[config.mk]
export PLATFORM = sky130hd
export DESIGN_NAME = lwmm_regs
export DESIGN_NICKNAME = d
export VERILOG_FILES = /design/src/hw/rtl/lwmm_pkg.sv /design/src/hw/rtl/lwmm_regs.sv
export SDC_FILE = /design/constraint.sdc
export NUM_CORES = 1
export LEC_CHECK = 0
export ABC_AREA = 1
export BUFFER_PORTS_ARGS = -buffer_cell sky130_fd_sc_hd__buf_2
export CORE_ASPECT_RATIO = 0.75
export CORE_UTILIZATION = 25
export DETAILED_ROUTE_END_ITERATION = 8
export PLACE_DENSITY = 0.74
export SLEW_MARGIN = 40
export SYNTH_ARGS = -nofsm -noshare
export SYNTH_HDL_FRONTEND = slang
export SYNTH_SLANG_ARGS = --single-unit
[constraint.sdc]
create_clock -name i_clk -period 0.8 [get_ports i_clk]
set_input_delay 0.04 -clock i_clk [delete_from_list [all_inputs] [get_ports i_clk]]
set_output_delay 0.04 -clock i_clk [all_outputs]
set_load 0.02 [all_outputs]
[src/hw/rtl/lwmm_pkg.sv]
// Shared types, register map and channel compare helpers for the line window
// min/max filter. No dependencies.
package lwmm_pkg;

    localparam int MAX_RADIUS_DEF = 15;
    localparam int ADDR_W         = 3;
    localparam int DATA_W         = 32;
    localparam int RADIUS_W       = 4;

    // Register indexes (byte address = 4 * index)
    localparam logic REG_MODE   = 1'b0;
    localparam logic REG_RADIUS = 1'b1;

    localparam logic MODE_ERODE  = 1'b0;
    localparam logic MODE_DILATE = 1'b1;

    localparam logic [RADIUS_W-1:0] RADIUS_RESET = RADIUS_W'(1);

    typedef struct packed {
        logic [7:0] alpha;
        logic [7:0] red;
        logic [7:0] green;
        logic [7:0] blue;
    } t_pixel;

    typedef struct packed {
        logic                mode;
        logic [RADIUS_W-1:0] radius;
    } t_cfg;

    function automatic t_pixel pix_min(input t_pixel a, input t_pixel b);
        t_pixel res;
        res.alpha = (a.alpha < b.alpha) ? a.alpha : b.alpha;
        res.red   = (a.red   < b.red)   ? a.red   : b.red;
        res.green = (a.green < b.green) ? a.green : b.green;
        res.blue  = (a.blue  < b.blue)  ? a.blue  : b.blue;
        return res;
    endfunction

    function automatic t_pixel pix_max(input t_pixel a, input t_pixel b);
        t_pixel res;
        res.alpha = (a.alpha > b.alpha) ? a.alpha : b.alpha;
        res.red   = (a.red   > b.red)   ? a.red   : b.red;
        res.green = (a.green > b.green) ? a.green : b.green;
        res.blue  = (a.blue  > b.blue)  ? a.blue  : b.blue;
        return res;
    endfunction

endpackage

[src/hw/rtl/lwmm_regs.sv]
// APB-style configuration registers (mode, radius) of the min/max filter.
// Depends on lwmm_pkg.
module lwmm_regs (
    input  logic                          i_clk,
    input  logic                          i_rst_n,
    input  logic                          psel,
    input  logic                          penable,
    input  logic                          pwrite,
    input  logic [lwmm_pkg::ADDR_W-1:0]   paddr,
    input  logic [lwmm_pkg::DATA_W-1:0]   pwdata,
    output logic [lwmm_pkg::DATA_W-1:0]   prdata,
    output logic                          pready,
    output lwmm_pkg::t_cfg                o_cfg
);

    lwmm_pkg::t_cfg r_cfg;
    lwmm_pkg::t_cfg n_cfg;
    logic           w_wr;
    logic           w_idx;

    assign pready = 1'b1;
    assign w_wr   = psel & penable & pwrite;
    assign w_idx  = paddr[2];

    always_comb begin
        n_cfg = r_cfg;
        if (w_wr) begin
            case (w_idx)
                lwmm_pkg::REG_MODE:   n_cfg.mode   = pwdata[0];
                lwmm_pkg::REG_RADIUS: n_cfg.radius = pwdata[lwmm_pkg::RADIUS_W-1:0];
                default:              n_cfg        = r_cfg;
            endcase
        end
    end

    always_ff @(posedge i_clk) begin
        if (!i_rst_n) begin
            r_cfg.mode   <= lwmm_pkg::MODE_ERODE;
            r_cfg.radius <= lwmm_pkg::RADIUS_RESET;
        end else begin
            r_cfg <= n_cfg;
        end
    end

    always_comb begin
        case (w_idx)
            lwmm_pkg::REG_MODE:   prdata = lwmm_pkg::DATA_W'(r_cfg.mode);
            lwmm_pkg::REG_RADIUS: prdata = lwmm_pkg::DATA_W'(r_cfg.radius);
            default:              prdata = '0;
        endcase
    end

    assign o_cfg = r_cfg;

endmodule

Word level (Yosys, flattened, before mapping)

Index checks and enable logic that the tools add are counted.

Register bits: 5
Input port bits: 40
Output and inout port bits: 38
Logic and storage cells: 8

Muxes and demuxes: 1
Bitwise operators: 3
Reductions and logical operators: 2

Operators with widths:

| kind                                | number |
|---|---|
| 32-bit case mux with 2 select lines | 1 |
| 2-bit AND reduction                 | 2 |
| 1-bit AND                           | 2 |
| 1-bit NOT                           | 1 |

Logic depth before layout (Yosys ltp)

Depth in word-level cells: 3
Mapped depth: 5
Gate-level depth less buffers: 5

Worst setup path before layout

Ideal clock, no wire load.

Path type: reg2out
From: register r_cfg (netlist bit o_cfg[4])
To: output port prdata[0] (netlist bit)
Arrival time: 0.669 ns
Data required time: 0.760 ns
Path slack: 0.091 ns
Cell stages (with the launch flop): 3
Buffers on the path: 0
Cells stage by stage: dfxtp_1 > nand2_1 > nand2_1

Cells in the longest elaborated chain, start to end: 1

RTL lines:

| what                                | RTL line        | RTL |
|---|---|---|
| start, declared                     | lwmm_regs.sv:16 | `lwmm_pkg::t_cfg r_cfg;` |
| start signal, assigned              | lwmm_regs.sv:41 | `r_cfg <= n_cfg;` |
| 32-bit case mux with 2 select lines | lwmm_regs.sv:46 | `case (w_idx)` |
| end, declared                       | lwmm_regs.sv:11 | `output logic [lwmm_pkg::DATA_W-1:0] prdata,` |

No other way between the ends. The select of a mux whose other input is x is not followed.

Worst setup path after layout

Same ends and word-level chain as after synthesis.

==> impl_metrics.py <==
metrics = {
    "synthesis": {
        "syn_area_um2": 499,
        "netlist_top_cells_count": "29 x buf_4, 12 x nand2_1, 8 x inv_1",
        "synthXorXnorAreaFrac_pct": 0,
        "synth_edf_count": 0,
        "synth.most_common_cell": "buf_4",
        "synth-compound-area-share_pct": 2.01,
        "synth_top_area_share_pct": 43.6,
        "synth_mux_area_share_pct": 0,
        "synth-simple-area-share_pct": 23.8,
        "ys_seq_area_share_pct": 20.1,
        "ys_warn_count": 0,
        "yosysUniqueCellTypes": 13,
        "synthesis.instances": 75,
        "yosys_most_used_dff": "dfxtp_1",
        "synth_area_per_cell_um2": 6.66,
        "yosysTopAreaCell": "buf_4",
        "synth_seq_cells": 5,
        "async_reset_ff_share_pct": 0,
        "yosys.area_share.adder_pct": 0,
        "synth_top_family_by_area": "buffers and inverters",
        "synth_area_leaders": "buf_4 44%, dfxtp_1 20%, nand2_1 9.0%, nand3_1 6.0%, inv_1 6.0%",
    },
    "layout": {
        "largest_reg_flops": 5,
        "area_growth_syn_to_layout_pct": 12.0,
        "layout-drive-gt1-share_pct": 31.6,
        "seq_area_um2": 106,
        "antenna_cells": 0,
        "nets": 136,
        "multiInputGateArea_um2": 238,
        "n_fill_cell": 199,
    },
    "run": {
        "drv_cap": 0,
    },
    "drt": {
        "ant_nets": 0,
        "routed_wl_um": 826,
        "drt_iter0_drc": 2,
        "wl_per_cell_um": 7.06,
        "firstDrtPassIters": 2,
        "drc": 0,
        "viasPerCell": 3.41,
        "num_vias": 399,
    },
    "global_route": {
        "grt_pass1_vias": 282,
        "grt_pass1_wl_um": 1130,
        "grt_max_degree": 9,
        "antenna_found_initial": 0,
        "grt.total_usage_pct": 8.70,
        "grt.overflow.total": 0,
    },
    "worst_setup_path": {
        "critPathSlowestCell": "dfxtp_2",
        "crit_arrival_ns": 0.80,
        "critPathTopFamily": "flip-flops",
        "cp_num_buf_inv": 1,
        "cp_common_cell": "nand2_1",
        "critPathKind": "reg -> out",
        "regToRegSetupSlack_ns": 0.12,
        "r2r_end": "o_cfg[2]$_SDFFE_PN0P_",
        "critPathRequiredTime_ns": 0.76,
        "end_kind": "output port",
        "regToRegStartpoint": "o_cfg[2]$_SDFFE_PN0P_",
        "startpoint_type": "flip-flop",
        "reg2regPathDepth": 3,
        "path_cells": "nand2_1 -> nand2_1 -> buf_6",
        "max_stage_delay_ns": 0.33,
        "crit_fanout": 3,
    },
    "placement": {
        "gp_congestion": 0.650,
        "io_buffers": 18,
    },
    "timing": {
        "hold_viol": 0,
        "fin_ws_ns": -0.0448,
        "rsz0062_at_grt": "true",
        "hold_slack_ns": 0.0230,
        "finalMaxSlewViolations": 0,
        "fin_crit_ns": 0.845,
        "clock_skew_ns": 0,
        "tns_ns": -0.145,
        "max_freq_mhz": 1180,
        "finalSetupViolations": 4,
        "timing.final.crit_share_pct": 106,
    },
    "die": {
        "die_area_um2": 2180,
        "coreArea_um2": 1810,
        "die_w_um": 53.6,
        "die_y_um": 40.7,
        "io_pins": 78,
        "row_count": 13,
        "initial_core_util_pct": 27.7,
    },
    "clock_tree": {
        "htreeDepth": 1,
        "cts_tree": "built",
        "clk_path_buf_depth": 2,
        "cts-root-buf": "clkbuf_4",
        "clkSlewWorstSetupHoldPaths_ns": 0.05,
        "cts_made_buffers": 3,
        "insertion_delay_ns": 0.24,
        "cts_sinks": 5,
    },
    "power": {
        "p_per_area_nw_per_um2": 1450,
        "ir_worst_vdd_v": 0.000535,
        "leakagePower_nw": 0.349,
    },
    "worst_hold_path": {
        "hold_path_end": "o_cfg[0]$_SDFFE_PN1P_",
        "holdPathStages": 2,
        "hold_path_class": "in -> reg",
        "min-delay-start": "i_rst_n",
    },
    "outcome": {
        "status": "complete, but fails checks",
        "failed_checks": "negative setup slack",
    },
}
## final cells by class
type | count | share of cell area (%)
multi-input combinational | 58 | 42.5
tap | 22 | 4.92
inverter | 9 | 6.04
timing repair buffer | 19 | 22.8
clock buffer | 4 | 4.70
sequential | 5 | 19.0
## power by group
group | total (mW) | internal [mW] | switching, mW
sequential | 0.267 | 0.261 | 0.00597
combinational | 0.245 | 0.0543 | 0.191
clock | 0.297 | 0.189 | 0.108
## cells by family after synthesis
group           after synthesis
buf+inv                      39
flops                         5
other cells                   2
simple gates                 27
compound gates                2
## routing by layer
| metal | share of wire [%] | global-route usage, % |
|---|---|---|
| met4 | 5.9 | 15.8 |
| met5 | 0 | 0 |
| met1 | 36 | 7.13 |
| met2 | 50 | 15.0 |
| met3 | 7.4 | 1.11 |
## how the worst max path moves through the flow
stage	slack, ns	startpoint	cells after the start	to
floorplan	0.09	o_cfg[4]$_SDFFE_PN0P_	2	prdata[0]
global placement	0.11	pwrite	6	o_cfg[1]$_SDFFE_PN0P_
detailed placement	0.09	psel	6	o_cfg[3]$_SDFFE_PN0P_
CTS	-0.05	o_cfg[4]$_SDFFE_PN0P_	3	prdata[0]
global route	-0.09	o_cfg[4]$_SDFFE_PN0P_	3	prdata[0]
finish	-0.04	o_cfg[4]$_SDFFE_PN0P_	3	prdata[0]
## repair_timing
item                       4_1_cts  5_1_grt
hold buffers                     0        0
buffers inserted                 1        0
gates resized for setup         13        2
setup endpoints to repair        7        6
## metrics by stage
stage | power [mW] | std cells | worst slack, ns | area, um^2 | utilization [%]
final | 0.809 | 117 | -0.0448 | 559 | 31.0
after floorplan | 0.564 | 102 | 0.0912 | 601 | -
after CTS | 0.813 | 117 | -0.0531 | 554 | 30.7
after global placement | 0.496 | 112 | 0.112 | 489 | 27.1
after global routing | 0.856 | 117 | -0.0910 | 559 | 31.0
after detailed placement | 0.500 | 112 | 0.0886 | 489 | 27.1
## placed cells by master, fill, tap and decap left out
cell type and instances:
conb_1 29, nand2_1 12, buf_2 12, inv_1 8, nor2_1 7, nand3_1 6
dfxtp_2 5, buf_6 4, clkbuf_4 3, buf_4 3, inv_2 1, nor2_4 1
nor2_2 1, o21ai_0 1, a21oi_1 1, clkbuf_1 1
## worst reg2reg max path: stages, from the launching register on
cell and delay, ns:
dfxtp_2 0.32, buf_4 0.12, nor2_1 0.09, nor2_1 0.05
No activity file was read; power rests on OpenSTA's default activity.
